--- src/rtl/core/ffca_pkg.sv ---
package ffca_pkg;

    localparam int MAX_CHUNKS = 64;
    localparam int WORD_BYTES = 8;
    localparam int SIZE_BITS  = 24;
    localparam int GSZ_W      = SIZE_BITS + 1;
    localparam int IDX_W      = $clog2(MAX_CHUNKS);
    localparam int CNT_W      = IDX_W + 1;
    localparam int HANDLE_W   = 6;
    localparam int STATUS_W   = 2;

    typedef enum logic [STATUS_W-1:0] {
        ST_OK   = 2'd0,
        ST_ZERO = 2'd1,
        ST_FULL = 2'd2,
        ST_BADH = 2'd3
    } t_status;

    typedef enum logic [2:0] {
        RES_FREE,
        RES_REUSE,
        RES_APPEND,
        RES_ZERO,
        RES_FULL,
        RES_BADH
    } t_res_kind;

    typedef struct packed {
        logic      load;
        logic      rd;
        logic      rd_handle;
        logic      res;
        t_res_kind res_kind;
        logic      emit;
    } t_dp_cmd;

    typedef struct packed {
        logic is_free;
        logic zero;
        logic bad_handle;
        logic more;
        logic hit;
        logic full;
    } t_dp_stat;

endpackage

--- src/rtl/core/ffca_if.sv ---
interface ffca_req_if;
    logic                                 valid;
    logic                                 ready;
    logic                                 command;
    logic [ffca_pkg::SIZE_BITS-1:0]       req_size;
    logic [ffca_pkg::HANDLE_W-1:0]        handle;

    modport source (output valid, command, req_size, handle, input ready);
    modport sink (input valid, command, req_size, handle, output ready);
endinterface

interface ffca_rsp_if;
    logic                                 valid;
    logic                                 ready;
    logic [ffca_pkg::STATUS_W-1:0]        status;
    logic [ffca_pkg::HANDLE_W-1:0]        granted_handle;
    logic [ffca_pkg::GSZ_W-1:0]           granted_size;
    logic                                 reused;

    modport source (output valid, status, granted_handle, granted_size, reused, input ready);
    modport sink (input valid, status, granted_handle, granted_size, reused, output ready);
endinterface

--- src/rtl/core/ffca_ctrl.sv ---
module ffca_ctrl (
    input  logic               i_clk,
    input  logic               i_rst_n,
    input  logic               i_in_valid,
    output logic               o_in_ready,
    output logic               o_out_valid,
    input  logic               i_out_ready,
    output ffca_pkg::t_dp_cmd  o_cmd,
    input  ffca_pkg::t_dp_stat i_stat
);

    typedef enum logic [2:0] {
        S_IDLE,
        S_DISPATCH,
        S_FREE_WB,
        S_SCAN,
        S_OUT
    } t_state;

    t_state r_state, n_state;
    logic   r_pend, n_pend;
    logic   r_out_vld, n_out_vld;

    always_comb begin
        o_cmd     = '0;
        n_state   = r_state;
        n_pend    = r_pend;
        n_out_vld = r_out_vld && !i_out_ready;
        unique case (r_state)
            S_IDLE: begin
                if (i_in_valid) begin
                    o_cmd.load = 1'b1;
                    n_state    = S_DISPATCH;
                end
            end
            S_DISPATCH: begin
                n_pend = 1'b0;
                if (i_stat.is_free) begin
                    if (i_stat.bad_handle) begin
                        o_cmd.res      = 1'b1;
                        o_cmd.res_kind = ffca_pkg::RES_BADH;
                        n_state        = S_OUT;
                    end else begin
                        o_cmd.rd        = 1'b1;
                        o_cmd.rd_handle = 1'b1;
                        n_state         = S_FREE_WB;
                    end
                end else if (i_stat.zero) begin
                    o_cmd.res      = 1'b1;
                    o_cmd.res_kind = ffca_pkg::RES_ZERO;
                    n_state        = S_OUT;
                end else begin
                    n_state = S_SCAN;
                end
            end
            S_FREE_WB: begin
                o_cmd.res      = 1'b1;
                o_cmd.res_kind = ffca_pkg::RES_FREE;
                n_state        = S_OUT;
            end
            S_SCAN: begin
                if (r_pend && i_stat.hit) begin
                    o_cmd.res      = 1'b1;
                    o_cmd.res_kind = ffca_pkg::RES_REUSE;
                    n_pend         = 1'b0;
                    n_state        = S_OUT;
                end else if (i_stat.more) begin
                    o_cmd.rd = 1'b1;
                    n_pend   = 1'b1;
                end else if (r_pend) begin
                    n_pend = 1'b0;
                end else begin
                    o_cmd.res      = 1'b1;
                    o_cmd.res_kind = i_stat.full ? ffca_pkg::RES_FULL : ffca_pkg::RES_APPEND;
                    n_state        = S_OUT;
                end
            end
            S_OUT: begin
                if (!r_out_vld || i_out_ready) begin
                    o_cmd.emit = 1'b1;
                    n_out_vld  = 1'b1;
                    n_state    = S_IDLE;
                end
            end
            default: begin
                n_state = S_IDLE;
            end
        endcase
    end

    always_ff @(posedge i_clk) begin
        if (!i_rst_n) begin
            r_state   <= S_IDLE;
            r_pend    <= 1'b0;
            r_out_vld <= 1'b0;
        end else begin
            r_state   <= n_state;
            r_pend    <= n_pend;
            r_out_vld <= n_out_vld;
        end
    end

    assign o_in_ready  = (r_state == S_IDLE);
    assign o_out_valid = r_out_vld;

endmodule

--- src/rtl/core/ffca_dp.sv ---
module ffca_dp (
    input  logic                           i_clk,
    input  logic                           i_rst_n,
    input  ffca_pkg::t_dp_cmd              i_cmd,
    output ffca_pkg::t_dp_stat             o_stat,
    input  logic                           i_command,
    input  logic [ffca_pkg::SIZE_BITS-1:0] i_req_size,
    input  logic [ffca_pkg::HANDLE_W-1:0]  i_handle,
    output logic [ffca_pkg::STATUS_W-1:0]  o_status,
    output logic [ffca_pkg::HANDLE_W-1:0]  o_granted_handle,
    output logic [ffca_pkg::GSZ_W-1:0]     o_granted_size,
    output logic                           o_reused
);

    // Entry layout: {size, free}.
    logic [ffca_pkg::GSZ_W:0]          r_chunk_mem [ffca_pkg::MAX_CHUNKS];

    logic                              r_is_free;
    logic                              r_zero;
    logic [ffca_pkg::GSZ_W-1:0]        r_need;
    logic [ffca_pkg::HANDLE_W-1:0]     r_handle;
    logic [ffca_pkg::CNT_W-1:0]        r_idx;
    logic [ffca_pkg::CNT_W-1:0]        r_count;
    logic [ffca_pkg::IDX_W-1:0]        r_rd_idx;
    logic [ffca_pkg::GSZ_W-1:0]        r_rd_size;
    logic                              r_rd_free;

    logic [ffca_pkg::STATUS_W-1:0]     r_st_status, n_st_status;
    logic [ffca_pkg::HANDLE_W-1:0]     r_st_handle, n_st_handle;
    logic [ffca_pkg::GSZ_W-1:0]        r_st_size, n_st_size;
    logic                              r_st_reused, n_st_reused;

    logic [ffca_pkg::STATUS_W-1:0]     r_o_status;
    logic [ffca_pkg::HANDLE_W-1:0]     r_o_handle;
    logic [ffca_pkg::GSZ_W-1:0]        r_o_size;
    logic                              r_o_reused;

    logic [ffca_pkg::GSZ_W-1:0]        rnd_sum;
    logic [ffca_pkg::GSZ_W-1:0]        rnd_need;
    logic [ffca_pkg::IDX_W-1:0]        rd_addr;
    logic                              wr_en;
    logic [ffca_pkg::IDX_W-1:0]        wr_addr;
    logic [ffca_pkg::GSZ_W:0]          wr_data;

    // Round up to a whole word; word size is a power of two.
    assign rnd_sum  = ffca_pkg::GSZ_W'(i_req_size) + ffca_pkg::GSZ_W'(ffca_pkg::WORD_BYTES - 1);
    assign rnd_need = rnd_sum & ~ffca_pkg::GSZ_W'(ffca_pkg::WORD_BYTES - 1);

    assign rd_addr = i_cmd.rd_handle ? ffca_pkg::IDX_W'(r_handle)
                                     : r_idx[ffca_pkg::IDX_W-1:0];

    always_comb begin
        wr_en   = 1'b0;
        wr_addr = r_rd_idx;
        wr_data = {r_rd_size, 1'b0};
        if (i_cmd.res) begin
            case (i_cmd.res_kind)
                ffca_pkg::RES_FREE: begin
                    wr_en   = 1'b1;
                    wr_data = {r_rd_size, 1'b1};
                end
                ffca_pkg::RES_REUSE: begin
                    wr_en = 1'b1;
                end
                ffca_pkg::RES_APPEND: begin
                    wr_en   = 1'b1;
                    wr_addr = r_count[ffca_pkg::IDX_W-1:0];
                    wr_data = {r_need, 1'b0};
                end
                default: begin
                    wr_en = 1'b0;
                end
            endcase
        end
    end

    always_comb begin
        n_st_status = ffca_pkg::ST_OK;
        n_st_handle = '0;
        n_st_size   = '0;
        n_st_reused = 1'b0;
        case (i_cmd.res_kind)
            ffca_pkg::RES_FREE: begin
                n_st_handle = ffca_pkg::HANDLE_W'(r_rd_idx);
                n_st_size   = r_rd_size;
            end
            ffca_pkg::RES_REUSE: begin
                n_st_handle = ffca_pkg::HANDLE_W'(r_rd_idx);
                n_st_size   = r_rd_size;
                n_st_reused = 1'b1;
            end
            ffca_pkg::RES_APPEND: begin
                n_st_handle = ffca_pkg::HANDLE_W'(r_count);
                n_st_size   = r_need;
            end
            ffca_pkg::RES_ZERO: begin
                n_st_status = ffca_pkg::ST_ZERO;
            end
            ffca_pkg::RES_FULL: begin
                n_st_status = ffca_pkg::ST_FULL;
            end
            default: begin
                n_st_status = ffca_pkg::ST_BADH;
            end
        endcase
    end

    always_ff @(posedge i_clk) begin
        if (wr_en) begin
            r_chunk_mem[wr_addr] <= wr_data;
        end
        if (i_cmd.rd) begin
            {r_rd_size, r_rd_free} <= r_chunk_mem[rd_addr];
            r_rd_idx               <= rd_addr;
        end
    end

    always_ff @(posedge i_clk) begin
        if (!i_rst_n) begin
            r_count <= '0;
        end else if (i_cmd.res && i_cmd.res_kind == ffca_pkg::RES_APPEND) begin
            r_count <= r_count + 1'b1;
        end
    end

    always_ff @(posedge i_clk) begin
        if (i_cmd.load) begin
            r_is_free <= i_command;
            r_zero    <= (i_req_size == '0);
            r_need    <= rnd_need;
            r_handle  <= i_handle;
            r_idx     <= '0;
        end else if (i_cmd.rd && !i_cmd.rd_handle) begin
            r_idx <= r_idx + 1'b1;
        end
        if (i_cmd.res) begin
            r_st_status <= n_st_status;
            r_st_handle <= n_st_handle;
            r_st_size   <= n_st_size;
            r_st_reused <= n_st_reused;
        end
        if (i_cmd.emit) begin
            r_o_status <= r_st_status;
            r_o_handle <= r_st_handle;
            r_o_size   <= r_st_size;
            r_o_reused <= r_st_reused;
        end
    end

    assign o_stat.is_free    = r_is_free;
    assign o_stat.zero       = r_zero;
    assign o_stat.bad_handle = ({{ffca_pkg::CNT_W{1'b0}}, r_handle}
                                >= {{ffca_pkg::HANDLE_W{1'b0}}, r_count});
    assign o_stat.more       = (r_idx < r_count);
    assign o_stat.hit        = r_rd_free && (r_rd_size >= r_need);
    assign o_stat.full       = (r_count == ffca_pkg::CNT_W'(ffca_pkg::MAX_CHUNKS));

    assign o_status         = r_o_status;
    assign o_granted_handle = r_o_handle;
    assign o_granted_size   = r_o_size;
    assign o_reused         = r_o_reused;

endmodule

--- src/rtl/core/first_fit_chunk_allocator.sv ---
// First-fit chunk allocator. One request word is handled at a time; the
// request port is ready again once the previous result sits in the output
// register, even if that result has not yet been taken. A new result that
// finds the output register still full waits until the held word is taken.
// The chunk table is a single-port memory read one entry per cycle. A free
// reads the handle's entry and writes it back marked free; a free with a bad
// handle and a zero-size allocate are answered without a read. An allocate
// reads the chunks in order and reuses the first free one that is large enough,
// else it appends a chunk, or reports the table full when all 64 entries exist
// and none fits. The table is not cleared after reset; only entries that were
// appended since reset are ever read.
module first_fit_chunk_allocator (
    input  logic       i_clk,
    input  logic       i_rst_n,
    ffca_req_if.sink   i_req,
    ffca_rsp_if.source o_rsp
);

    ffca_pkg::t_dp_cmd  dp_cmd;
    ffca_pkg::t_dp_stat dp_stat;
    logic               in_ready;
    logic               out_valid;

    ffca_ctrl u_ctrl (
        .i_clk       (i_clk),
        .i_rst_n     (i_rst_n),
        .i_in_valid  (i_req.valid),
        .o_in_ready  (in_ready),
        .o_out_valid (out_valid),
        .i_out_ready (o_rsp.ready),
        .o_cmd       (dp_cmd),
        .i_stat      (dp_stat)
    );

    ffca_dp u_dp (
        .i_clk            (i_clk),
        .i_rst_n          (i_rst_n),
        .i_cmd            (dp_cmd),
        .o_stat           (dp_stat),
        .i_command        (i_req.command),
        .i_req_size       (i_req.req_size),
        .i_handle         (i_req.handle),
        .o_status         (o_rsp.status),
        .o_granted_handle (o_rsp.granted_handle),
        .o_granted_size   (o_rsp.granted_size),
        .o_reused         (o_rsp.reused)
    );

    assign i_req.ready = in_ready;
    assign o_rsp.valid = out_valid;

endmodule

--- src/flat_wrapper.sv ---
// flat-port wrapper written by rule: the top's interface ports become plain ports
module first_fit_chunk_allocator_flat 
  (i_clk, i_rst_n, i_req_valid, i_req_command, i_req_req_size, i_req_handle, i_req_ready, o_rsp_valid, o_rsp_status, o_rsp_granted_handle, o_rsp_granted_size, o_rsp_reused, o_rsp_ready);
  ffca_req_if i_req_i ();
  ffca_rsp_if o_rsp_i ();
  input  logic i_clk;
  input  logic i_rst_n;
  input wire logic [$bits(i_req_i.valid)-1:0] i_req_valid;
  input wire logic [$bits(i_req_i.command)-1:0] i_req_command;
  input wire logic [$bits(i_req_i.req_size)-1:0] i_req_req_size;
  input wire logic [$bits(i_req_i.handle)-1:0] i_req_handle;
  output wire logic [$bits(i_req_i.ready)-1:0] i_req_ready;
  output wire logic [$bits(o_rsp_i.valid)-1:0] o_rsp_valid;
  output wire logic [$bits(o_rsp_i.status)-1:0] o_rsp_status;
  output wire logic [$bits(o_rsp_i.granted_handle)-1:0] o_rsp_granted_handle;
  output wire logic [$bits(o_rsp_i.granted_size)-1:0] o_rsp_granted_size;
  output wire logic [$bits(o_rsp_i.reused)-1:0] o_rsp_reused;
  input wire logic [$bits(o_rsp_i.ready)-1:0] o_rsp_ready;
  assign i_req_i.valid = i_req_valid;
  assign i_req_i.command = i_req_command;
  assign i_req_i.req_size = i_req_req_size;
  assign i_req_i.handle = i_req_handle;
  assign i_req_ready = i_req_i.ready;
  assign o_rsp_valid = o_rsp_i.valid;
  assign o_rsp_status = o_rsp_i.status;
  assign o_rsp_granted_handle = o_rsp_i.granted_handle;
  assign o_rsp_granted_size = o_rsp_i.granted_size;
  assign o_rsp_reused = o_rsp_i.reused;
  assign o_rsp_i.ready = o_rsp_ready;
  first_fit_chunk_allocator u_core (.i_clk(i_clk), .i_rst_n(i_rst_n), .i_req(i_req_i), .o_rsp(o_rsp_i));
endmodule
--- config.mk ---
export PLATFORM = sky130hd
export DESIGN_NAME = first_fit_chunk_allocator_flat
export DESIGN_NICKNAME = d
export VERILOG_FILES = /design/src/rtl/core/ffca_pkg.sv /design/src/rtl/core/ffca_if.sv /design/src/rtl/core/ffca_ctrl.sv /design/src/rtl/core/ffca_dp.sv /design/src/rtl/core/first_fit_chunk_allocator.sv /design/src/flat_wrapper.sv
export SDC_FILE = /design/constraint.sdc
export NUM_CORES = 2
export LEC_CHECK = 0
export BUFFER_PORTS_ARGS = -buffer_cell sky130_fd_sc_hd__clkbuf_2
export CORE_AREA = 2 2 345 483
export CTS_CLUSTER_SIZE = 25
export DETAILED_ROUTE_END_ITERATION = 16
export DIE_AREA = 0 0 347 485
export PLACE_DENSITY_LB_ADDON = 0.15
export SETUP_SLACK_MARGIN = 0.5
export SYNTH_ARGS = -nofsm -noshare
export SYNTH_HDL_FRONTEND = slang
export SYNTH_SLANG_ARGS = --single-unit
export TNS_END_PERCENT = 30
--- constraint.sdc ---
create_clock -name i_clk -period 15.3 [get_ports i_clk]
set_input_delay 3.06 -clock i_clk [delete_from_list [all_inputs] [get_ports i_clk]]
set_output_delay 3.06 -clock i_clk [all_outputs]
set_load 0.005 [all_outputs]
Word level (Yosys, flattened, before mapping)
Memory sizes are Yosys's and may differ from the RTL's. A register that Yosys moved wholly into a read port is not among the register bits.
Index checks and enable logic that the tools add are counted.

cells by class
  add/sub/neg operators = 3
  magnitude comparators = 3
  equality and inequality tests = 13
  multiplexer cells = 43
  reduce and logical (&&, ||, !) cells = 16

operator list
  kind                     count
  $pmux W26 S2             1
  $pmux W25 S2             1
  $mux W3                  9
  $mux W26                 1
  $add A24 B3 Y25 const B  1
  $ge A25 B25 Y1           1
  $logic_not A24 Y1        1
  $mux W4                  6
  $mux W6                  3
  $pmux W3 S5              1
  $add A7 B1 Y7 const B    2
  $mux W1                  14
  $eq A3 B2 Y1 const B     4
  $pmux W4 S3              1
  $pmux W6 S2              1
  $eq A7 B7 Y1 const B     1
  $ge A6 B7 Y1             1
  $lt A7 B7 Y1             1
  $eq A3 B1 Y1 const B     2
  $eq A3 B3 Y1 const B     2
  $logic_not A3 Y1         2
  $ne A3 B3 Y1 const B     2
  $pmux W2 S3              1
  $logic_and A1 B1 Y1      5
  9 further kinds          14

storage, ports and cells
  flip-flop bits (word level) = 123
  memory bits (writable) = 1664
  bits of input ports = 35
  output and inout bits = 36
  logic and storage cells = 97
  memories kept = 1

memories
  name                     words  width  read ports  clocked after memory_dff  write ports  RTL line       text
  u_core.u_dp.r_chunk_mem  64     26     1           1                         1            ffca_dp.sv:16  logic [ffca_pkg::GSZ_W:0] r_chunk_mem [ffca_pkg::MAX_CHUNKS];

Logic depth before layout (Yosys ltp)
  depth in word-level cells = 12
  mapped depth = 17
  depth with buffers taken out = 12

By module
Synthesis repeated with hierarchy kept, for this count alone.

unflattened totals
  cells, all modules = 6899
  area, all modules = 83974.3 µm²

modules (own cells, without submodules)
  module     instances  cells an instance  area each (µm²)  sequential area each (µm²)
  ffca_dp    1          6851               83596.4          54151.9
  ffca_ctrl  1          48                 377.9            100.1

Least setup slack after synthesis
Ideal clock, no wire load.

  path type = flip-flop to flip-flop
  start point = reg u_core.u_dp.r_handle[0] (netlist bit)
  end point = mem u_core.u_dp.r_chunk_mem[31][0] (netlist bit), enable pin
  setup time = 0.484 ns
  arrival time = 5.956 ns
  data required time = 14.816 ns
  setup slack = 8.859 ns
  stages on the path, launching flop included = 14
  path buffers = 4
  period minus slack after synthesis = 6.441 ns
  path through = edfxtp_1 inv_1 clkbuf_1 ha_1 nand2b_1 a211oi_2 o32a_2 buf_2 a21oi_1 and2_1 clkbuf_1 or4_1 clkbuf_1 nor4b_1

on the way
  longest elaborated chain between the ends = 10
  elaborated cells on any way between the ends = 14
  classes of those cells = order compare: 1; eq/ne: 2; mux: 9; reduce/logical: 2

ends and longest elaborated chain
  what                                        RTL line         text
  start, declared                             ffca_dp.sv:21    logic [ffca_pkg::HANDLE_W-1:0] r_handle;
  start signal, assigned                      ffca_dp.sv:131   r_handle <= i_handle;
  $ge A6 B7 Y1 *                              ffca_dp.sv:153   >= {{ffca_pkg::HANDLE_W{1'b0}}, r_count});
  $mux W4 *                                   ffca_ctrl.sv:39  if (i_stat.bad_handle) begin
  $mux W4 *                                   ffca_ctrl.sv:38  if (i_stat.is_free) begin
  $pmux W4 S3 *                               ffca_ctrl.sv:29  unique case (r_state)
  $eq A3 B2 Y1, or another cell as far along  ffca_dp.sv:57    case (i_cmd.res_kind)
  $reduce_or A3 Y1 (no line)                  --
  $mux W1                                     ffca_dp.sv:57
  $mux W1                                     ffca_dp.sv:56    if (i_cmd.res) begin
  $mux W1                                     ffca_dp.sv:109   if (wr_en) begin
  $mux W1 (not written as such)               ffca_dp.sv:110   r_chunk_mem[wr_addr] <= wr_data;
  end, declared                               ffca_dp.sv:16

Every way passes the cells marked *; elsewhere a longest branch is shown, timed or not.

Final worst setup path
  start point = reg u_core.u_dp.r_handle[0] (netlist bit)
  end point = reg u_core.u_dp.r_rd_size[0] (netlist bit), read port of u_core.u_dp.r_chunk_mem (data pin)

on the way
  longest elaborated chain between the ends = 5
  elaborated cells on any way between the ends = 6
  classes of those cells = order compare: 1; mux: 5

ends and longest elaborated chain
  what           RTL line         text
  $ge A6 B7 Y1   ffca_dp.sv:153
  $mux W2        ffca_ctrl.sv:39
  $mux W2        ffca_ctrl.sv:38
  $mux W1        ffca_ctrl.sv:29
  $mux W6        ffca_dp.sv:49    assign rd_addr = i_cmd.rd_handle ? ffca_pkg::IDX_W'(r_handle)
  end, declared  ffca_dp.sv:25    logic [ffca_pkg::GSZ_W-1:0] r_rd_size;

Parallel ways exist; a longest one is shown, timed or not.
A chain may end at the register's enable or synchronous reset.

==> flow_summary.ini <==
[run_status]
status = finished with violations
violations = capacitance limit, slew limit

[route]
ant_nets = 0
vias = 45600
drtPass1Iterations = 8
avgViaCountPerCell = 6.36
drt_iter0_markers = 5344
drc = 0
wirelength_um = 230000
routedWlPerCell_um = 32.1

[yosys]
synth_seq_area_share = 0.739
synth_ff_type = edfxtp_1
yosysUniqueCellTypes = 79
syn_nets = 4915
ys_top_cells_by_count = edfxtp_1 (1,794), nand2_1 (480), nand3_1 (381)
ys.warnings.count = 0
async_reset_ff_frac = 0
synth_top_area_frac = 0.734
synth_cells = 4843
synth.most_common_cell = edfxtp_1
ys_ff_latch = 1813
syn_avg_cell_area_um2 = 15.2
synth_edf_count = 1794
synth_area_leader_cell = edfxtp_1
ys_top_cells_by_area = edfxtp_1 (73%), nand3_1 (2.6%), nand2_1 (2.5%)
synth_area_mm2 = 0.0734

[final_layout]
fin_cells = 7160
fill_cells = 13600
drive_gt1_frac = 0.133
fin_area_mm2 = 0.0823
fin_nets = 4951
synthToLayoutAreaGrowth_pct = 12.2

[grt]
first_global_vias = 44400
track_usage = 0.270
antenna_found_initial = 12
grt.overflow.total = 0
grt_pass1_wl_um = 327000
grt_start_max_net_pins = 177

[place]
dp.cells = 6845
io_buffers = 70
place.gp.congestion = 0.848
dpl_cell_area_mm2 = 0.0770
dp_hpwl_um = 128000

[run]
maxCapViolCount = 1

[clock_tree]
cts_hold_buffers = 0
clockBufferDepth = 3
h-tree-depth = 4
clkTransAtPathRegs_ns = 0.06
insertion_delay_ns = 0.81
cts_buffers = 168
post_cts_buffers = 0
clockRootBuffer = clkbuf_16
clkSinkCount = 1813
ctsResizeCount = 0
tritoncts = done

[worst_hold_path]
hp-class = flip-flop to flip-flop

[timing]
setup_violations = 0
tns_ns = 0
fin_crit_sh = 0.549
hold_viol = 0
period_needed_ns = 8.41
slew_viol_final = 2
tightest_slew_ns = 1.50
slew_headroom = -0.00973
rsz0062_at_grt = false
max_freq_mhz = 119
finalClockSkew_ns = 0.0270

[power]
peakVddDrop_uv = 94.4
p_leak_nw = 26.0
powerDensity_mw_per_mm2 = 124

[floorplanning]
rows = 176
ioPinCount = 71
coreArea_mm2 = 0.164
die_area_mm2 = 0.168
die_h_um = 485
die_x_um = 347
initial_core_util = 0.447

[setup_path]
cp.required_ns = 15.79
worstPathArrival_ns = 8.90
crit_type = flip-flop to flip-flop
critPathCaptureType = flip-flop
path_max_fanout = 92
cp-start-kind = flip-flop
## per-layer routing
metal,global-route usage,wire (um),part of all wire,vias to the layer above
met5,0,41,0.00018,-
met4,0.126,10900,0.048,6
met3,0.0407,16200,0.070,384
met2,0.445,112000,0.49,2094
met1,0.353,90700,0.39,23600
li1,-,-,-,19400
## cell type report
type                            instances  area (um2)  share of cell area
Antenna cell                            8        20.0            0.000243
Clock buffer                          222        4580              0.0556
Clock inverter                         85         753             0.00915
Inverter                               43         171             0.00208
Multi-Input combinational cell       2604       18100               0.220
Sequential cell                      1813       54300               0.659
Tap cell                             2136        2670              0.0325
Timing Repair Buffer                  249        1740              0.0212
## placed cells by master, fill, tap and decap left out, types with 36 or more instances in the layout
master and n:
edfxtp_1 1794, nand2_1 479, nand3_1 380, o21ai_0 252, a211oi_1 187, and3_1 178
clkbuf_16 176, buf_4 175, mux2i_1 160, a311oi_1 92, a31oi_1 89, clkbuf_2 70
a311o_1 57, mux4_2 54, nor3_2 46, clkbuf_1 46, nand4_1 40, inv_1 39
nand2b_1 39, clkinv_1 39, ha_1 37, a222oi_1 36, a221oi_1 36
## power by group
group / leakage (nW) / switching [W] / internal (W)
clock network: 2.60 / 0.00182 / 0.00232
logic: 6.97 / 0.000396 / 0.000133
registers: 16.4 / 0.0000239 / 0.00550
total: 26.0 / 0.00224 / 0.00796
## registers in the layout, indices dropped and copies added, names as in the netlist, 2 cells and up
register                      count
u_core.u_dp.r_count               7
u_core.u_dp.o_status              2
u_core.u_dp.r_st_status           2
u_core.u_dp.r_handle              6
u_core.u_dp.o_granted_size       25
u_core.u_dp.r_rd_idx              6
u_core.u_dp.r_rd_size            25
u_core.u_ctrl.r_state             3
u_core.u_dp.r_need               22
u_core.u_dp.r_st_handle           6
u_core.u_dp.r_st_size            25
u_core.u_dp.r_chunk_mem        1664
u_core.u_dp.r_idx                 7
u_core.u_dp.o_granted_handle      6
## worst max-delay path, stage by stage, from the launching register on
cell,delay (ns)
edfxtp_1,0.98
inv_1,0.70
ha_1,0.48
nand2b_1,0.15
a211oi_2,0.32
o32ai_4,0.12
buf_4,0.26
nor3_4,0.18
buf_4,0.39
nor2_4,0.11
inv_8,0.45
buf_4,0.78
buf_4,0.81
mux4_2,0.60
a22o_1,0.24
nor3_1,0.98
o221ai_1,0.28
## final timing paths
check                             from                             end  slack [ns]  cells past startpoint
max            u_core.u_dp.r_handle[0]        u_core.u_dp.r_rd_size[0]        6.89                     16
min          u_core.u_dp.r_st_size[14]  u_core.u_dp.o_granted_size[14]        0.41                      0
max reg2reg    u_core.u_dp.r_handle[0]        u_core.u_dp.r_rd_size[0]        6.89                     16
min reg2reg  u_core.u_dp.r_st_size[14]  u_core.u_dp.o_granted_size[14]        0.41                      0
## stage by stage
stage | util | hold WS (ns) | power, W | worst slack [ns]
floorplan | - | 0.400 | 0.00591 | 8.86
global placement | 0.469 | 0.404 | 0.00615 | 7.06
detailed placement | 0.469 | 0.405 | 0.00616 | 6.97
CTS | 0.502 | 0.417 | 0.0103 | 6.96
global route | 0.502 | 0.423 | 0.0105 | 6.61
finish | 0.502 | 0.415 | 0.0102 | 6.89
## kinds of logic after synthesis
logic type	after synthesis	synth area share
buf+inv	426	0.0244
simple gates	1296	0.0863
xor+xnor	26	0.00310
flops	1813	0.739
compound gates	1026	0.101
fa+ha+maj	37	0.00631
mux	219	0.0393
Note: power is estimated with default switching activity, not from simulation.
